## config.mk

```make
export PLATFORM = sky130hd
export DESIGN_NAME = hqfl_mul_sat
export DESIGN_NICKNAME = d
export VERILOG_FILES = /design/src/rtl/core/hquick_flux_limiter_unit_assert.svh /design/src/rtl/core/hqfl_pkg.sv /design/src/rtl/core/hqfl_mul_sat.sv
export SDC_FILE = /design/constraint.sdc
export NUM_CORES = 2
export LEC_CHECK = 0
export ABC_CLOCK_PERIOD_IN_PS = 16070
export BUFFER_PORTS_ARGS = -buffer_cell sky130_fd_sc_hd__buf_2
export CAP_MARGIN = 20
export CORE_MARGIN = 2
export CORE_UTILIZATION = 60
export DETAILED_ROUTE_END_ITERATION = 8
export GPL_ROUTABILITY_DRIVEN = 1
export PLACE_DENSITY_LB_ADDON = 0.12
export RECOVER_POWER = 25
export SLEW_MARGIN = 20
export SYNTH_ARGS = -nofsm -noshare
export SYNTH_HDL_FRONTEND = slang
export SYNTH_SLANG_ARGS = --single-unit
```

## constraint.sdc

```tcl
create_clock -name i_clk -period 16.07 [get_ports i_clk]
set_input_delay 1.607 -clock i_clk [delete_from_list [all_inputs] [get_ports i_clk]]
set_output_delay 1.607 -clock i_clk [all_outputs]
set_load 0.01 [all_outputs]
```

## src/rtl/core/hquick_flux_limiter_unit_assert.svh

```systemverilog
// assertion macros shared by the flux limiter rtl
// all of them sample on i_clk; the first two are muted while i_rst_n is low
`ifndef HQUICK_FLUX_LIMITER_UNIT_ASSERT_SVH
`define HQUICK_FLUX_LIMITER_UNIT_ASSERT_SVH

// same-cycle implication, off during reset
`define HQFL_ASSERT_NOW(lbl, ante, cons, msg) \
    lbl: assert property (@(posedge i_clk) disable iff (!i_rst_n) (ante) |-> (cons)) \
        else $error(msg);

// next-cycle implication, off during reset
`define HQFL_ASSERT_NEXT(lbl, ante, cons, msg) \
    lbl: assert property (@(posedge i_clk) disable iff (!i_rst_n) (ante) |=> (cons)) \
        else $error(msg);

// next-cycle implication that also watches the reset itself
`define HQFL_ASSERT_NEXT_ALWAYS(lbl, ante, cons, msg) \
    lbl: assert property (@(posedge i_clk) (ante) |=> (cons)) \
        else $error(msg);

`endif

```

## src/rtl/core/hqfl_pkg.sv

```systemverilog
`timescale 1ns / 1ps
// ----------------------------------------------------------------------------
// hqfl_pkg
// Shared widths and the control bundle passed along the divider cells.
// ----------------------------------------------------------------------------
package hqfl_pkg;

    // width of every fixed-point field on the ports
    localparam int DATA_W = 32;
    // divisor width: 3*2^F + r stays below 2^33 for any legal fraction width
    localparam int DEN_W  = DATA_W + 1;
    // input beat carries ratio and gradient side by side
    localparam int IN_W   = 2 * DATA_W;

    // control that rides along with each item through the cells
    typedef struct packed {
        logic valid;
        logic ratio_pos;
    } t_cell_ctl;

endpackage

```

## src/rtl/core/hqfl_mul_sat.sv

```systemverilog
`timescale 1ns / 1ps
// ----------------------------------------------------------------------------
// hqfl_mul_sat
// Picks phi from the two quotients, scales the gradient by it, then rounds
// to nearest and saturates to the signed 32-bit range.
// ----------------------------------------------------------------------------
module hqfl_mul_sat
    import hqfl_pkg::*;
#(
    parameter int FRAC_BITS = 16
) (
    input  logic                     i_clk,
    input  logic                     i_rst_n,
    input  logic                     i_en,
    input  logic                     i_bound_on,
    input  t_cell_ctl                i_ctl,
    input  logic [FRAC_BITS+1:0]     i_q_m,
    input  logic [FRAC_BITS+1:0]     i_q_b,
    input  logic signed [DATA_W-1:0] i_grad,
    output logic                     o_valid,
    output logic [DATA_W-1:0]        o_data,
    output logic                     o_sat
);

    localparam int QW = FRAC_BITS + 2;
    localparam int PW = DATA_W + QW + 1;
    localparam int RW = PW - FRAC_BITS;
    localparam logic signed [PW-1:0] HALF_LSB = {{(PW-1){1'b0}}, 1'b1} << (FRAC_BITS - 1);

    logic                     r_v_phi, r_v_prod, r_v_out;
    logic [QW-1:0]            r_phi, n_phi;
    logic signed [DATA_W-1:0] r_grad;
    logic signed [PW-1:0]     r_prod, n_prod;
    logic [DATA_W-1:0]        r_data, n_data;
    logic                     r_sat, n_sat;

    logic [QW-1:0]        q_min;
    logic signed [QW:0]   phi_s;
    logic signed [PW-1:0] rounded;
    logic signed [RW-1:0] res;
    logic                 over_hi, over_lo;

    // phi select: zero for a non-positive ratio, else main term or its bound
    always_comb begin
        q_min = (i_bound_on && (i_q_b < i_q_m)) ? i_q_b : i_q_m;
        n_phi = i_ctl.ratio_pos ? q_min : '0;
    end

    // product of phi and gradient, exact
    always_comb begin
        phi_s  = $signed({1'b0, r_phi});
        n_prod = phi_s * r_grad;
    end

    // round half up, floor shift, clip to 32 bits
    always_comb begin
        rounded = r_prod + HALF_LSB;
        res     = RW'(rounded >>> FRAC_BITS);
        over_hi = !res[RW-1] && (res[RW-2:DATA_W-1] != '0);
        over_lo = res[RW-1] && (res[RW-2:DATA_W-1] != '1);
        n_sat   = over_hi || over_lo;
        if (over_hi) begin
            n_data = {1'b0, {(DATA_W-1){1'b1}}};
        end else if (over_lo) begin
            n_data = {1'b1, {(DATA_W-1){1'b0}}};
        end else begin
            n_data = res[DATA_W-1:0];
        end
    end

    // stage valids
    always_ff @(posedge i_clk) begin
        if (!i_rst_n) begin
            r_v_phi  <= 1'b0;
            r_v_prod <= 1'b0;
            r_v_out  <= 1'b0;
        end else if (i_en) begin
            r_v_phi  <= i_ctl.valid;
            r_v_prod <= r_v_phi;
            r_v_out  <= r_v_prod;
        end
    end

    // stage payloads
    always_ff @(posedge i_clk) begin
        if (i_en) begin
            r_phi  <= n_phi;
            r_grad <= i_grad;
            r_prod <= n_prod;
            r_data <= n_data;
            r_sat  <= n_sat;
        end
    end

    assign o_valid = r_v_out;
    assign o_data  = r_data;
    assign o_sat   = r_sat;

endmodule
```

# Word level (Yosys, flattened, before mapping)
# Cells that the tools add are included.
classes:
  add_sub_neg: 1
  n_mul: 1
  magnitude_cmp: 1
  eq_ne: 1
  n_mux: 2
  reduce_logical: 6
ops:
  columns: ["operator", "count"]
  rows:
  - ["$add 51x17->51 const B", 1]
  - ["$mul 19x32->51", 1]
  - ["$mux 32", 1]
  - ["$lt 18x18->1", 1]
  - ["$mux 18", 1]
  - ["$logic_and 1x1->1", 3]
  - ["$ne 3x3->1 const B", 1]
  - ["$reduce_bool 3->1", 1]
  - ["$logic_not 1->1", 1]
  - ["$logic_or 1x1->1", 1]
totals:
  register_bits: 137
  out_inout_bits: 34

# Depth between registers and ports, before layout
depth:
  depth_word: 4
  ltp_mapped: 26

# Worst setup path before layout
# OpenSTA, ideal clock, no wires.
synth_path:
  kind: "reg-to-reg"
  start: "register r_grad[31]"
  end: "register r_prod[50], data pin"
  arrival_ps: 6233
  t_required_ps: 15810
  path_slack_ps: 9577
  stages_incl_launch_ff: 23
  path_buffers: 3
  period_less_slack_ps: 6493
  cell_sequence: "edfxtp_1 -> clkbuf_1 -> clkbuf_1 -> nand2_1 -> fa_1 -> fa_1 -> fa_1 -> inv_1 -> fa_1 -> fa_1 -> inv_1 -> fa_1 -> inv_1 -> ha_1 -> clkbuf_1 -> nor2b_1 -> o21ai_0 -> nand2b_1 -> or3_1 -> a211oi_1 -> o31ai_1 -> a21oi_1 -> xnor2_1"
synth_between:
  elab_chain_len: 1
synth_rtl:
  columns: ["item", "line_no", "rtl"]
  rows:
  - ["start, declared", "hqfl_mul_sat.sv:32", "logic signed [DATA_W-1:0] r_grad;"]
  - ["start signal, assigned", "hqfl_mul_sat.sv:88", "r_grad <= i_grad;"]
  - ["$mul 19x32->51", "hqfl_mul_sat.sv:52", "n_prod = phi_s * r_grad;"]
  - ["net n_prod[50]", "hqfl_mul_sat.sv:33", "logic signed [PW-1:0] r_prod, n_prod;"]
  - ["end signal, assigned", "hqfl_mul_sat.sv:89", "r_prod <= n_prod;"]
  - ["end, declared", "hqfl_mul_sat.sv:33", null]
# The timed path passes the listed nets, and every way through them passes these cells.
# A chain may end at the register's enable or synchronous reset.

# Final worst setup path
layout_path:
  start: "register r_phi[1]"
  end: "register r_prod[42], data pin"
layout_between:
  elab_chain_len: 1
layout_rtl:
  columns: ["item", "line_no", "rtl"]
  rows:
  - ["start, declared", "hqfl_mul_sat.sv:31", "logic [QW-1:0] r_phi, n_phi;"]
  - ["start signal, assigned", "hqfl_mul_sat.sv:87", "r_phi <= n_phi;"]
  - ["$mul 19x32->51", "hqfl_mul_sat.sv:52", null]
  - ["net n_prod[42]", "hqfl_mul_sat.sv:33", null]
# The timed path passes the listed nets, and every way through them passes these cells.

==> metrics.md <==
| Metric | Value |
|---|---|
| Startpoint Class | `flop` |
| Number of cells on the worst reg-to-reg path | `21` |
| Fin crit period | `roughly 7.4 ns` |
| Post-CTS Setup Inserts | `0` |
| Vias per cell | `between 5 and 6` |
| Yosys cell types | `64` |
| Rows | `76` |
| Resize count post-CTS | `0` |
| Critical path's top delay family | `adder cells` |
| Largest area contributor in the netlist | `fa_1` |
| CTS tree | `built` |
| Worst setup path start | `r_phi[1]$_SDFFCE_PN0P_` |
| Vias in the first global route | `just over 20000` |
| DRC violations left | `0` |
| Number of synthesized flops with an enable pin | `between 100 and 150` |
| IO Count | `~110` |
| Die ar. | `roughly 45000 µm²` |
| Peak Freq | `0.134 GHz` |
| Synth async-reset ratio | `0` |
| Max Cap Viol | `1` |
| Initial antenna violation count | `1` |
| HPWL Detailed | `between 40000 and 50000 µm` |
| Failing checks | `max-capacitance violations, max-slew violations` |
| Cells after synthesis | `between 2000 and 3000` |
| Starting Density | `0.605` |
| Routed Wire Length | `approximately 60000 µm` |
| WL/cell | `about 18 µm` |
| Setup Skew | `around 0.0098 ns` |
| Gpl congestion | `just under 0.9` |
| YS warnings | `0` |
| Ranking of synthesized cells by area | `fa_1, edfxtp_1, inv_1` |
| Initial drt markers | `860` |
| CTS Root Cell | `clkbuf_16` |
| CTS buffer count | `17` |
| CTS clock-pin slew for the worst setup and hold paths | `around 0.060 ns` |
| Fill count | `3617` |
| Buf/Inv on CP | `4` |
| HP Class | `flop to flop` |
| Flop2flop setup slack | `8.62 ns` |
| RSZ-0062 raised after global routing | `false` |
| WS Path Type | `flop to flop` |
| Latest clock arrival within the worst-skew pair | `between 0.4 and 0.5 ns` |
| Pins Over Slew Limit | `between 50 and 60` |
| Crit path largest cell delay | `around 1 ns` |
| Sequential fraction of the synthesis area | `0.140` |
| Hold-fix buffers at CTS | `0` |
| Worst-Margin Slew | `3.13 ns` |
| Worst reg2reg path endpoint | `r_prod[42]$_DFFE_PP_` |
| Depth of the CTS H-tree | `4` |
| Worst Setup End Kind | `flop` |
| # setup viols final | `0` |
| Worst-path maximum fanout | `32` |
| Critical-path top delay cell | `edfxtp_1` |
| Post-synthesis net count | `about 3500` |
| Hold EP | `o_valid$_SDFFE_PN0P_` |
| Core Region | `between 40000 and 50000 µm²` |
| Outcome | `finished with violations` |
| PortBufs | `107` |
| Post-synthesis instance area | `about 26000 µm²` |
| DRT antenna net count | `0` |
| Pre-antenna DRT Iters | `5` |
| Layout cells sized above 1 | `0.0714` |
| Aggregate global routing overflow | `0` |
| Die H | `~210 µm` |
| Critical path arrival | `between 7 and 8 ns` |
| Nets | `3490` |
| Top_reg_cell synth | `edfxtp_1` |
| Final hold viol count | `0` |
| Required @ worst endpoint | `16.27 ns` |
| First-pass GRT wire length | `slightly above 100000 µm` |
| Top cell by count, worst path | `fa_1` |
| Die W | `approximately 210 µm` |
| Hold path depth | `2` |
| Largest net degree at the start of global routing | `73` |
| Slew headroom | `-1.09` |
| Crit path cell chain | `and2_1, fa_1, fa_1, inv_1, fa_1, inv_1, fa_1, inv_1, fa_1, inv_1, fa_1, ha_1, o21ai_0, a21oi_1, a21oi_1, a211oi_1, nor2b_1, o31ai_1, a21oi_1, o21ai_1, xnor2_1` |
| Synth top area share | `0.430` |
| Clk buf depth | `2` |
| Hold Startpoint | `o_valid$_SDFFE_PN0P_` |
| Reg-to-Reg Start | `r_phi[1]$_SDFFCE_PN0P_` |
| Setup tns final | `0 ns` |
| Register bit total from synthesis | `approximately 120` |
| N_diodes | `0` |
| Syn_area_per_cell | `a little under 10 µm²` |
| Vias | `17800` |
| Gr usage total | `0.294` |
| Area delta synth->final | `5.58%` |
| Clock Sinks | `around 120` |
| Share of the clock period used by the worst path | `0.463` |
[cell usage after synthesis, drive strengths merged (32+ instances only)]
cell,n
a21oi,65
and2,387
clkbuf,106
edfxtp,119
fa,556
ha,141
inv,659
nand2,247
nand3,38
nor2,60
o21ai,59
xnor2,32
xor2,38
[how the worst max path moves through the flow]
stage                           end  slack (ns)  depth (start not counted)
2_1_floorplan  r_prod[50]$_DFFE_PP_        9.58                         22
3_3_place_gp   r_prod[50]$_DFFE_PP_        8.82                         19
3_5_place_dp   r_prod[50]$_DFFE_PP_        8.72                         19
4_1_cts        r_prod[50]$_DFFE_PP_        8.67                         19
5_1_grt        r_prod[50]$_DFFE_PP_        8.16                         19
6_report       r_prod[42]$_DFFE_PP_        8.62                         21
[cell type report]
class,instances,area (µm²),area share
clock inverters,15,154,0.00563
flip-flops and latches,122,3630,0.133
repair buffers,123,653,0.0239
multi-input cells,1796,19300,0.706
inverters,659,2470,0.0905
clock buffers,17,425,0.0156
well taps,546,683,0.0250
[metal layers]
metal  track usage  routed length (µm)  share of wire  vias to the layer above
li1              -                   -              -                     8102
met1         0.346               23000           0.39                     9152
met2         0.536               31400           0.53                      454
met3        0.0341                2390          0.040                      137
met4         0.139                2880          0.048                        0
met5             0                   0              0                        -
[placed cells by master, fill, tap and decap left out, drive strengths merged, types with 3 or more instances in the layout]
| master | n |
|---|---|
| a21o | 28 |
| nor2b | 9 |
| clkinv | 6 |
| nor2 | 60 |
| and3 | 28 |
| a21oi | 65 |
| edfxtp | 119 |
| ha | 141 |
| and2 | 387 |
| nor3 | 12 |
| a211oi | 9 |
| nor4 | 4 |
| o21ai | 59 |
| fa | 556 |
| mux2i | 4 |
| o31ai | 3 |
| o211ai | 3 |
| nand3 | 38 |
| buf | 121 |
| inv | 667 |
| nand2b | 3 |
| a31oi | 3 |
| dfxtp | 3 |
| and4 | 3 |
| o21a | 3 |
| o311ai | 18 |
| xnor2 | 32 |
| o21bai | 5 |
| nand4 | 17 |
| nand2 | 247 |
| xor2 | 38 |
| clkbuf | 19 |
[logic make-up (layout without fill, tap and decap cells)]
kind of cell               after synthesis  after routing  synth area share
xor gates and xnor gates                70             70            0.0237
buffers and inverters                  772            814             0.114
DFF                                    122            122             0.140
adders and majority gates              697            697             0.498
muxes                                    4              4           0.00155
and+or+nand+nor                        815            815             0.168
AOI/OAI and AO/OA                      210            210            0.0549
[metrics by stage]
stage / std cells / setup slack, ns / cell area (µm²) / hold WS, ns / util
after floorplan: 2690 / 9.58 / 25900 / 0.482 / -
after global placement: 3246 / 8.82 / 26800 / 0.494 / 0.625
after detailed placement: 3246 / 8.72 / 26800 / 0.506 / 0.625
after CTS: 3278 / 8.67 / 27300 / 0.521 / 0.639
after global routing: 3278 / 8.16 / 27300 / 0.576 / 0.639
final: 3278 / 8.62 / 27300 / 0.513 / 0.639
[registers in the layout, indices dropped and copies added (netlist names)]
name      count
r_phi        18
o_data       32
o_valid       1
r_v_prod      1
r_grad       32
r_prod       36
r_v_phi       1
o_sat         1
[worst min-delay path, cell delays in order, from the launching register on]
cell	delay (ns)
dfxtp_1	0.32
mux2i_1	0.06
nor2b_1	0.09
Power is not shown: default switching activity piles up to over one toggle a cycle in this logic, so the estimate is an artifact.
