[src/rtl/core/hquick_flux_limiter_unit_assert.svh]
// assertion macros shared by the flux limiter rtl
// all of them sample on i_clk; the first two are muted while i_rst_n is low
`ifndef HQUICK_FLUX_LIMITER_UNIT_ASSERT_SVH
`define HQUICK_FLUX_LIMITER_UNIT_ASSERT_SVH

// same-cycle implication, off during reset
`define HQFL_ASSERT_NOW(lbl, ante, cons, msg) \
    lbl: assert property (@(posedge i_clk) disable iff (!i_rst_n) (ante) |-> (cons)) \
        else $error(msg);

// next-cycle implication, off during reset
`define HQFL_ASSERT_NEXT(lbl, ante, cons, msg) \
    lbl: assert property (@(posedge i_clk) disable iff (!i_rst_n) (ante) |=> (cons)) \
        else $error(msg);

// next-cycle implication that also watches the reset itself
`define HQFL_ASSERT_NEXT_ALWAYS(lbl, ante, cons, msg) \
    lbl: assert property (@(posedge i_clk) (ante) |=> (cons)) \
        else $error(msg);

`endif

[src/rtl/core/hqfl_pkg.sv]
`timescale 1ns / 1ps
// ----------------------------------------------------------------------------
// hqfl_pkg
// Shared widths and the control bundle passed along the divider cells.
// ----------------------------------------------------------------------------
package hqfl_pkg;

    // width of every fixed-point field on the ports
    localparam int DATA_W = 32;
    // divisor width: 3*2^F + r stays below 2^33 for any legal fraction width
    localparam int DEN_W  = DATA_W + 1;
    // input beat carries ratio and gradient side by side
    localparam int IN_W   = 2 * DATA_W;

    // control that rides along with each item through the cells
    typedef struct packed {
        logic valid;
        logic ratio_pos;
    } t_cell_ctl;

endpackage

[src/rtl/core/hqfl_div_cell.sv]
`timescale 1ns / 1ps
// ----------------------------------------------------------------------------
// hqfl_div_cell
// One restoring-division step for both limiter quotients: the main term
// 4r/(3+r) and the second-order bound 2/(1+r), one quotient bit each.
// ----------------------------------------------------------------------------
`include "hquick_flux_limiter_unit_assert.svh"

module hqfl_div_cell
    import hqfl_pkg::*;
#(
    parameter int FRAC_BITS = 16
) (
    input  logic                     i_clk,
    input  logic                     i_rst_n,
    input  logic                     i_en,
    input  t_cell_ctl                i_ctl,
    input  logic [DEN_W-1:0]         i_rem_m,
    input  logic [DEN_W-1:0]         i_rem_b,
    input  logic [DEN_W-1:0]         i_den_m,
    input  logic [DEN_W-1:0]         i_den_b,
    input  logic [FRAC_BITS+1:0]     i_q_m,
    input  logic [FRAC_BITS+1:0]     i_q_b,
    input  logic signed [DATA_W-1:0] i_grad,
    output t_cell_ctl                o_ctl,
    output logic [DEN_W-1:0]         o_rem_m,
    output logic [DEN_W-1:0]         o_rem_b,
    output logic [DEN_W-1:0]         o_den_m,
    output logic [DEN_W-1:0]         o_den_b,
    output logic [FRAC_BITS+1:0]     o_q_m,
    output logic [FRAC_BITS+1:0]     o_q_b,
    output logic signed [DATA_W-1:0] o_grad
);

    localparam int QW = FRAC_BITS + 2;

    t_cell_ctl                r_ctl;
    logic [DEN_W-1:0]         r_rem_m, n_rem_m;
    logic [DEN_W-1:0]         r_rem_b, n_rem_b;
    logic [DEN_W-1:0]         r_den_m;
    logic [DEN_W-1:0]         r_den_b;
    logic [QW-1:0]            r_q_m, n_q_m;
    logic [QW-1:0]            r_q_b, n_q_b;
    logic signed [DATA_W-1:0] r_grad;

    logic [DEN_W:0] sh_m, sh_b;
    logic [DEN_W:0] diff_m, diff_b;
    logic           ge_m, ge_b;

    // shift in a zero dividend bit, trial subtract, keep on no borrow
    always_comb begin
        sh_m    = {i_rem_m, 1'b0};
        sh_b    = {i_rem_b, 1'b0};
        diff_m  = sh_m - {1'b0, i_den_m};
        diff_b  = sh_b - {1'b0, i_den_b};
        ge_m    = (sh_m >= {1'b0, i_den_m});
        ge_b    = (sh_b >= {1'b0, i_den_b});
        n_rem_m = ge_m ? diff_m[DEN_W-1:0] : sh_m[DEN_W-1:0];
        n_rem_b = ge_b ? diff_b[DEN_W-1:0] : sh_b[DEN_W-1:0];
        n_q_m   = {i_q_m[QW-2:0], ge_m};
        n_q_b   = {i_q_b[QW-2:0], ge_b};
    end

    // item valid and positive-ratio flags
    always_ff @(posedge i_clk) begin
        if (!i_rst_n) begin
            r_ctl <= '0;
        end else if (i_en) begin
            r_ctl <= i_ctl;
        end
    end

    // payload stage
    always_ff @(posedge i_clk) begin
        if (i_en) begin
            r_rem_m <= n_rem_m;
            r_rem_b <= n_rem_b;
            r_den_m <= i_den_m;
            r_den_b <= i_den_b;
            r_q_m   <= n_q_m;
            r_q_b   <= n_q_b;
            r_grad  <= i_grad;
        end
    end

    assign o_ctl   = r_ctl;
    assign o_rem_m = r_rem_m;
    assign o_rem_b = r_rem_b;
    assign o_den_m = r_den_m;
    assign o_den_b = r_den_b;
    assign o_q_m   = r_q_m;
    assign o_q_b   = r_q_b;
    assign o_grad  = r_grad;

    // partial remainders always stay below their divisors, and the main divisor stays above the bound divisor
    `HQFL_ASSERT_NOW(a_rem_main_lt_den, r_ctl.valid, r_rem_m < r_den_m,
        "main remainder reached its divisor")
    `HQFL_ASSERT_NOW(a_rem_bound_lt_den, r_ctl.valid, r_rem_b < r_den_b,
        "bound remainder reached its divisor")
    `HQFL_ASSERT_NOW(a_den_order, r_ctl.valid, r_den_m > r_den_b,
        "main divisor not above bound divisor")

endmodule

[config.mk]
export PLATFORM = sky130hd
export DESIGN_NAME = hqfl_div_cell
export DESIGN_NICKNAME = d
export VERILOG_FILES = /design/src/rtl/core/hqfl_pkg.sv /design/src/rtl/core/hqfl_div_cell.sv
export VERILOG_INCLUDE_DIRS = /design/src /design/src/rtl/core
export SDC_FILE = /design/constraint.sdc
export NUM_CORES = 1
export LEC_CHECK = 0
export BUFFER_PORTS_ARGS = -buffer_cell sky130_fd_sc_hd__buf_2
export CAP_MARGIN = 20
export CELL_PAD_IN_SITES_DETAIL_PLACEMENT = 0
export CELL_PAD_IN_SITES_GLOBAL_PLACEMENT = 1
export CORE_MARGIN = 10
export CORE_UTILIZATION = 35
export DETAILED_ROUTE_END_ITERATION = 12
export GPL_ROUTABILITY_DRIVEN = 0
export GPL_TIMING_DRIVEN = 0
export PLACE_DENSITY = 0.9
export SLEW_MARGIN = 10
export SYNTH_ARGS = -nofsm -noshare
export SYNTH_HDL_FRONTEND = slang
export SYNTH_SLANG_ARGS = --single-unit
[constraint.sdc]
create_clock -name i_clk -period 2.95 [get_ports i_clk]
set_input_delay 0.59 -clock i_clk [delete_from_list [all_inputs] [get_ports i_clk]]
set_output_delay 0.59 -clock i_clk [all_outputs]
set_load 0.02 [all_outputs]
After elaboration in Yosys (flattened, before gate mapping)
Cells that the tools add are included.
{"block": "word_totals", "reg_bits": 202, "in_bits": 205, "out_inout_bits": 202, "wordCells": 17}
{"block": "classes", "n_addsub": 2, "n_lt_le_gt_ge": 2, "n_mux": 2}
{"op": ">= comparator 34 x 33 -> 1 bit", "count": 2}
{"op": "two-way mux 33 bit", "count": 2}
{"op": "subtractor 33 bit", "count": 2}

Depth between registers and ports, before layout
Gate-level depths: netlist of run 1.
{"block": "logic_depth", "depth_word": 2, "ltp_mapped": 13, "mapped_depth_nobuf": 11}

Worst setup path after synthesis of run 1
Ideal clock, no wire load.
{"block": "synth_timing", "path_type": "input -> register", "start": "in i_rem_b[0]", "end": "reg r_rem_b[10], in the netlist o_rem_b[10] (data pin)", "setup_time_ns": 0.260, "arrival_time_ns": 2.752, "slack_ns": -0.062, "path_stages": 12, "path_buffers": 2, "cell_sequence": "inv_1 fa_1 nor2b_4 o31a_1 o311ai_4 nand3_4 o211ai_2 a211oi_1 o32a_1 buf_6 buf_6 mux2_4"}
{"block": "synth_via", "elab_chain_cells": 2, "elab_cells_between_ends": 3}
{"element": "start, declared", "line_no": "hqfl_div_cell.sv:19", "source": "input logic [DEN_W-1:0] i_rem_b,"}
{"element": "subtractor 33 bit or >= comparator 34 x 33 -> 1 bit (tied branches)", "line_no": "hqfl_div_cell.sv:55, hqfl_div_cell.sv:57"}
{"element": "two-way mux 33 bit *", "line_no": "hqfl_div_cell.sv:59", "source": "n_rem_b = ge_b ? diff_b[DEN_W-1:0] : sh_b[DEN_W-1:0];"}
{"element": "named net n_rem_b[10]", "line_no": "hqfl_div_cell.sv:39", "source": "logic [DEN_W-1:0] r_rem_b, n_rem_b;"}
{"element": "end signal, assigned", "line_no": "hqfl_div_cell.sv:77", "source": "r_rem_b <= n_rem_b;"}
{"element": "end, declared", "line_no": "hqfl_div_cell.sv:39"}
The timed path passes the listed nets; every way through them passes the cells marked *.
A chain may end at the register's enable or synchronous reset.

Final worst setup path of run 1
{"block": "layout_timing", "start": "in i_den_m[14]", "end": "reg r_rem_m[25], in the netlist o_rem_m[25] (data pin)"}
{"block": "layout_via", "elab_chain_cells": 2, "elab_cells_between_ends": 3}
{"element": "start, declared", "line_no": "hqfl_div_cell.sv:20", "source": "input logic [DEN_W-1:0] i_den_m,"}
{"element": "subtractor 33 bit or >= comparator 34 x 33 -> 1 bit (tied branches)", "line_no": "hqfl_div_cell.sv:54, hqfl_div_cell.sv:56"}
{"element": "two-way mux 33 bit *", "line_no": "hqfl_div_cell.sv:58", "source": "n_rem_m = ge_m ? diff_m[DEN_W-1:0] : sh_m[DEN_W-1:0];"}
{"element": "named net n_rem_m[25]", "line_no": "hqfl_div_cell.sv:38", "source": "logic [DEN_W-1:0] r_rem_m, n_rem_m;"}
{"element": "end signal, assigned", "line_no": "hqfl_div_cell.sv:76", "source": "r_rem_m <= n_rem_m;"}
{"element": "end, declared", "line_no": "hqfl_div_cell.sv:38"}
Marks and branches as above.

==> results.md, run 1 <==
Outcome:
- The run finished with clean final reports.

CTS:
- After clock tree synthesis, the clock-pin slew on the worst setup and hold paths is 60 ps.
- TritonCTS built the clock tree.
- Hold repair after CTS inserted 0 buffers.
- The maximum buffer depth of the clock tree is 3.
- The number of clock buffers inserted by TritonCTS is 24.
- Clock tree synthesis found a total of 202 sinks.
- For the worst-skew pair, the clock arrives at the later sink with an insertion delay of 520 ps.
- The total number of H-tree levels is 1.
- The clock tree root driver cell is clkbuf_16.

Floorplan:
- The core area is 30670 sq um.
- The floorplan has 64 rows.
- The die covers 38540 sq um.
- The die height is 196.3 um.
- The x dimension of the die is 196.3 um.
- The I/O pin total is 407.
- The effective utilization at floorplan is 35.47%.

Logic synthesis:
- The unique cell type count in the Yosys netlist is 72.
- By area the synthesized netlist is led by edfxtp_1 (55%), ha_1 (7.6%), mux2_4 (3.6%).
- In this run the mean area of a mapped cell was 12.25 sq um.
- The netlist area before placement is 10880 sq um.
- The leading area contributor after synthesis is edfxtp_1.
- The fraction of the yosys area taken by sequential cells is 55.57%.
- The number of flops mapped to enable cells by yosys is 200.
- By count the netlist is led by edfxtp_1 (200), inv_1 (81), nand2_1 (69).
- The number of nets in the synthesized netlist is 1161.
- The most instantiated flip-flop cell in the synthesis netlist is edfxtp_1.
- In the synthesized netlist the async set-or-reset flop fraction comes to 0%.
- The number of warnings printed during yosys synthesis is 0.
- Of the post-synthesis cell area, the dominant cell type holds 55.20%.
- The post-synthesis instance total is 888.
- The number of storage elements in the synthesis netlist is 202.
- The most repeated cell in the gate-level netlist after synthesis is edfxtp_1.

GRT:
- The total congestion overflow is 0.
- The initial antenna violation count is 8.
- The first global-routing pass estimated 51.91 mm of wire.
- For this run, the total global-route usage over all layers was measured as 16.69%.
- The number of global-route vias before repair is 9272.
- The pin count of the biggest net entering global routing is 109.

Cells and area:
- At the end of the flow, the number of nets in the layout was 1606.
- After filler insertion, the fill cell instance count of the layout stands at 2852.
- The final cell area excluding filler cells is 14490 sq um.
- Relative to the synthesized area, the layout overhead comes to 33.15%.
- Cells with a size suffix above 1 make up 40.07% of the layout.

Setup path:
- For this run, the slowest stage of the critical path takes 430 ps.
- Data arrives at the worst endpoint at 3150 ps.
- In this run the worst path has a maximum fanout of 6.
- The buffer and inverter count on the worst path is 2.
- The required time of the critical path is 3210 ps.
- The worst setup path is captured at a register.
- The family of cells with the greatest summed delay on the critical path is compound AO/OA/AOI/OAI gates.
- Among all stages on the critical path, the largest delay is contributed by a2111oi_1.
- The most repeated library cell on the critical path is a21o_1.
- The signal on the critical path passes through buf_2 > inv_1 > ha_1 > a21o_1 > a21o_1 > a2111oi_1 > o211ai_1 > a31oi_2 > o22ai_2 > a2111oi_2 > nor3_2.
- The start-to-end type of the worst setup path is input pin to register.
- STA classifies the critical path startpoint as an input pin.

Run:
- Max-cap violations in this run came to 0.

Drt:
- Once detail routing completed, the nets flagged for antenna violations numbered 0.
- The number of design rule violations left after detail routing is 0.
- The detailed-route wire length is 34.77 mm.
- In the final routed layout, each cell accounts on average for 19.88 um.
- After the first detailed-routing iteration, the DRC count stood at 395.
- The first TritonRoute pass finished after 5 iterations.
- In the routed layout, each cell is associated on average with a via count of 5.002.
- The routed via count is 8749.

Timing:
- Setup violations remaining at the end of the flow were counted as 0.
- The final critical path time including I/O delays and setup is 2895 ps.
- The upper clock frequency limit is 345.4 MHz.
- The fraction of the cycle the final worst path needs is 98.14%.
- Across the routed clock network, the largest skew measured is 0 ps.
- Summed over all failing endpoints, the final setup total negative slack is 0 ps.
- Setup slack closes at 54.88 ps.
- For the pin with the worst max-slew slack, the measured transition is 903.3 ps.
- The hold violation total from the final report is 0.
- Final hold analysis gives a worst-case slack of 242.0 ps.
- The headroom to the max-slew limit is 39.78%.
- The number of pins with negative max-slew slack in the final report came to 0.

Power and ir drop:
- The maximum vdd drop is 0.0004350 V.
- The cell-internal power is 6123 uW.
- The share of total power in combinational logic is 25.9%.
- Summed over all cells, the static leakage comes to 0.006532 uW.
- The clock network power share is 32.6%.
- For this design the ratio of total power to cell area is 600.7 nW/um^2.
- Per report_power, the sequential group accounts for 41.5% of the total.
- Net switching is 29.63% of the power.
- The design draws 8701 uW.
- In this run the power spent charging and discharging nets is 2578 uW.

Placed design:
- After detailed placement, the total cell area comes to 13470 sq um.
- The half-perimeter wire length after placement is 28.03 mm.
- The number of buffers added on ports is 404.
- At the placement stage, the worst setup path has a slack of -785.5 ps.

Worst hold path:
- The tightest min-delay check is of the input pin to register type.
[kinds of logic (layout without fill, tap and decap cells)]
| family | Yosys count | in the layout | synth area share [%] |
|---|---|---|---|
| AOI/OAI and AO/OA | 235 | 235 | 14.84 |
| xor gates and xnor gates | 47 | 47 | 3.784 |
| adders and majority gates | 68 | 68 | 7.959 |
| buffers and inverters | 98 | 560 | 3.830 |
| DFF | 202 | 202 | 55.57 |
| muxes | 39 | 39 | 4.842 |
| other | 0 | 3 | 0 |
| and+or+nand+nor | 199 | 199 | 9.178 |
[what timing repair did]
item,in CTS,in global routing
gates resized for setup,9,36
setup endpoints to repair,52,56
cloned,0,1
pin swaps,1,7
setup buffers,1,12
[metal layers]
metal | track usage [%] | vias to the layer above | share of wire [%] | wire length, um
met1 | 17.66 | 4094 | 36 | 12550
met2 | 30.22 | 352 | 51 | 17700
met4 | 4.440 | 10 | 2.6 | 912
li1 | - | 4221 | - | -
met3 | 6.428 | 72 | 10 | 3556
met5 | 0 | - | 0.16 | 55
[stage by stage]
step | util, % | std cells
finish | 47.23 | 1749
global route | 47.21 | 1746
CTS | 46.48 | 1733
detailed placement | 43.92 | 1689
global placement | 43.79 | 1688
floorplan | - | 888
[sequential cells by signal, indices dropped and copies added (netlist names)]
signal   count
o_q_m       18
o_q_b       18
o_rem_m     33
o_ctl        2
o_rem_b     33
o_den_b     33
o_grad      32
o_den_m     33
[cell usage in the layout (no fill, tap or decap), types with 7 or more instances in the layout]
cell,count
a21o_1,34
a21oi_1,49
a31oi_1,7
and2_1,16
and3_1,12
buf_2,407
buf_4,13
clkbuf_1,12
clkbuf_16,25
edfxtp_1,200
ha_1,64
inv_1,80
mux2_4,26
mux2i_1,8
nand2_1,69
nand3_1,13
nand4_1,8
nor2_1,30
nor2b_1,8
nor3_1,8
o21a_1,14
o21ai_0,47
xnor2_1,32
xor2_1,15
[area by class of cell]
type	count	area, sq um	share of cell area, %
plain buffers	16	132.6	0.9156
inverters	82	320.3	2.211
well taps	396	495.5	3.421
clock buffers	36	686.9	4.742
clock inverters	7	67.56	0.4664
multi-input cells	588	4563	31.50
diodes	3	7.507	0.05183
repair buffers	419	2166	14.95
flip-flops and latches	202	6046	41.74
[power by group through the flow]
stage | registers [uW] | clock network, uW | logic [uW]
CTS | 3620 | 2930 | 2210
global route | 3640 | 3050 | 2440
detailed placement | 3670 | 0 | 2190
global placement | 3670 | 0 | 2160
finish | 3610 | 2840 | 2250
floorplan | 4070 | 0 | 976
[path summary, 6_finish.rpt]
path | from | to | slack (ps) | cells after the start
max | i_den_m[14] | o_rem_m[25] | 50 | 11
min | i_q_b[11] | o_q_b[12] | 240 | 1
max reg2reg | o_ctl[1] | o_ctl[1] | 2340 | 2
min reg2reg | o_ctl[0] | o_ctl[0] | 510 | 2
No activity file was read; power rests on OpenSTA's default activity.
==> run 2: changes to the inputs <==
--- a/config.mk
+++ b/config.mk
@@ -10,6 +10,7 @@
 export CAP_MARGIN = 20
 export CELL_PAD_IN_SITES_DETAIL_PLACEMENT = 0
 export CELL_PAD_IN_SITES_GLOBAL_PLACEMENT = 1
+export CORE_ASPECT_RATIO = 1.4
 export CORE_MARGIN = 10
 export CORE_UTILIZATION = 35
 export DETAILED_ROUTE_END_ITERATION = 12
==> run 2 against run 1 <==
Effect of this change:
- count of clock-buffer cells in the layout decreased by 10
- via count increased by 2.7%
- combinational power increased by 4%
- critical path type unchanged
==> results.md, run 2 (same netlist as run 1, synthesis figures left out) <==
Outcome:
- The flow ran to the end, and the final reports show no timing, DRC or antenna violations.

Cells and area:
- The sequential cell area in the final layout is 6046 sq um (unchanged).
- The final cell area excluding filler cells is 14660 sq um (+1.2%).
- The total number of nets in the final design is 1603 (-0.19%).
- The share of the core filled with cells in the final layout is 47.74% (+0.51 points).
- The number of fill cells is 2802 (-1.8%).
- Leaving out fill and tap cells, the most frequent cell in the layout is buf_2.
- Leaving out fill and tap cells, the most frequent cells in the layout are buf_2 (405), edfxtp_1 (200), inv_1 (80).
- The area occupied by multi-input gates is 4703 sq um (+3.1%).
- The fraction of final layout cells sized beyond drive strength 1 came to 41.15% (+1.1 points).
- From synthesis to final layout, the design area changed by 34.79%.

CTS:
- The hold-fix buffer count after cts is 0 (unchanged).
- The clock latency at the later pin of the worst-skew pair is 500 ps (-20 ps).
- The total number of H-tree levels is 1 (unchanged).
- The count of clock tree sinks is 202 (unchanged).
- The clock-pin slew of the registers on the worst-case setup and hold paths is 70 ps (about the same).
- The number of clock buffers inserted by TritonCTS is 21 (-13%).
- The tree is rooted in a clkbuf_16.
- The maximum buffer depth of the clock tree is 3 (unchanged).
- The clock tree from TritonCTS is built.

Power and ir drop:
- The total power of the final layout is 8972 uW (+3.1%).
- The static power due to leakage is 0.006573 uW (+0.63%).
- The maximum vdd drop was 0.0004433 V (+1.9%).
- The power per cell area came to 611.8 nW/um^2 (+1.9%).

Setup path:
- The cell at the slowest stage of the critical path is o31a_1.
- The beginning of the worst register-to-register path is o_ctl[0].
- The critical path is of the input pin to register type.
- The logic depth of the worst register-to-register path is 2 (unchanged).
- Traced cell by cell, the critical path runs through buf_2 > inv_12 > ha_4 > nor2b_4 > o31a_1 > o311ai_4 > nand3_4 > o211ai_2 > a211oi_2 > o32a_1 > buf_6 > buf_6 > mux2_4.
- The required time of the critical path is 3200 ps (about the same).
- The worst reg-to-reg setup slack is 2330 ps (about the same).
- The critical path arrival was 3140 ps (about the same).
- The buffer and inverter count on the worst path was 4 (+2).
- The kind of cell with the highest combined delay along the critical path is compound AO/OA/AOI/OAI gates.
- The top fanout value on the critical path is 10 (+4).
- The endpoint identified for the worst register-to-register timing path is o_ctl[0].
- By instance count, the cell type seen most on the critical path is buf_6.
- The critical path's largest stage delay is 370 ps (-60 ps).
- The endpoint class of the critical path is a register.
- The worst setup path is launched from an input pin.

GRT:
- The overall global routing resource usage is 18.09% (+1.4 points).
- The total congestion overflow is 0 (unchanged).
- The initial antenna violation count is 11 (+3).
- The number of global-route vias before repair is 9607 (+3.6%).
- The pin count of the biggest net entering global routing is 110 (+0.92%).
- The wire length of the first global-routing pass is 55.32 mm (+6.6%).

Timing:
- The worst path setup slack after routing is 57.30 ps (+2.417 ps).
- The worst slack on hold paths is 240.1 ps (-1.959 ps).
- The headroom to the max-slew limit came to 46.37% (+6.6 points).
- The hold violation total from the final report is 0 (unchanged).
- The number of setup violations in the final report is 0 (unchanged).
- The fraction of the cycle the final worst path needs was 98.06% (about the same).
- The clock skew is 0 ps (unchanged).
- The transition time at the pin with the least slew margin came to 804.4 ps (-98.90 ps).
- The upper clock frequency limit was 345.7 MHz (about the same).
- The number of pins with negative max-slew slack in the final report is 0 (unchanged).
- The final critical path time including I/O delays and setup is 2893 ps (-2.417 ps).

Floorplan:
- The die height is 228.6 um (+16%).
- The die area is 38640 sq um (+0.26%).
- The x dimension of the die is 169.0 um (-14%).
- The I/O pin total is 407 (unchanged).
- The core area is 30710 sq um (+0.15%).
- The effective utilization at floorplan is 35.42% (-0.052 points).
- The total number of placement rows was 76 (+19%).

Drt:
- The met2 layer wire length in the routed design came to 19.63 mm (+11%).
- The highest routing layer actually used is met5.
- The detailed-route vias per instance came to 5.169 (+3.3%).
- The met3 wire length is 3.762 mm (+5.8%).
- The number of violations reported at the end of detailed-routing iteration 0 is 476 (+21%).
- The routed via count is 8989 (+2.7%).
- The detailed-route wire length is 37.18 mm (+6.9%).
- The met1 routed wirelength after detailed routing is 12.12 mm (-3.4%).
- The number of iterations in the first detailed-routing pass came to 5 (unchanged).
- The routed wire length per instance was 21.38 um (+7.6%).
- The count of antenna-violating nets left after detailed routing is 0 (unchanged).
- The number of design rule violations left after detail routing is 0 (unchanged).

Worst hold path:
- The number of cells on the worst hold path is 1 (unchanged).
- The worst hold path terminates at o_q_b[10].
- The path class of the lowest-slack min-delay path is input pin to register.
- The startpoint of the most critical hold path is i_q_b[9].

Run:
- The max-cap check violation count is 0 (unchanged).

Placed design:
- The half-perimeter wire length after placement is 29.85 mm (+6.5%).
- The setup slack after placement came to -1062 ps (-276.6 ps).
- The standard cell area after detailed placement came to 13460 sq um (about the same).
- The number of buffers added on ports is 404 (unchanged).
[run 2: cell types whose count changed in the layout (fill, tap and decap cells not counted), moves of 4 or more]
cell       change
bufinv_16      +5
ha_1           -5
clkbuf_16      -4
clkbuf_1       -5
ha_2           +4
[run 2: how the worst max path moves through the flow]
| stage | cells after the start | startpoint | slack (ps) | endpoint |
|---|---|---|---|---|
| after floorplan | 12 | i_den_b[2] | -30 | o_rem_b[10] |
| after global placement | 3 | i_en | -1440 | o_ctl[0] |
| after detailed placement | 11 | i_den_m[2] | -1060 | o_rem_m[14] |
| after CTS | 12 | i_den_m[12] | -90 | o_rem_m[28] |
| after global routing | 12 | i_den_b[16] | -20 | o_rem_b[28] |
| final | 13 | i_den_b[2] | 60 | o_rem_b[28] |
[run 2: routing by layer]
metal	global-route usage, %	vias to the layer above
met5	0	-
met4	7.270	14
met3	6.934	94
met2	34.41	429
met1	16.57	4239
li1	-	4213
[run 2: final cells by class]
type | instances | area share, %
sequential | 202 | 41.23
antenna | 5 | 0.08532
clock buffer | 26 | 3.780
inverter | 82 | 2.218
timing repair buffer | 419 | 14.79
clock inverter | 11 | 1.527
buffer | 16 | 0.9727
multi-input combinational | 588 | 32.07
tap | 390 | 3.328
[run 2: stage by stage]
| stage | cells | setup TNS [ps] |
|---|---|---|
| after floorplan | 888 | -784.6 |
| after global placement | 1682 | -322620 |
| after detailed placement | 1683 | -47590 |
| after CTS | 1725 | -193.9 |
| after global routing | 1738 | -90.62 |
| final | 1739 | 0 |
[run 2: what timing repair did]
item,CTS,global route
setup endpoints to repair,61,59
setup buffers,5,9
gates resized for setup,25,48
endpoints found under the hold margin,0,0
pin swaps,6,18
[run 2: power by group]
| group | internal (uW) | switching, uW | total [uW] |
|---|---|---|---|
| clock network | 1870 | 1150 | 3020 |
| logic | 926 | 1410 | 2340 |
| registers | 3530 | 81.6 | 3610 |
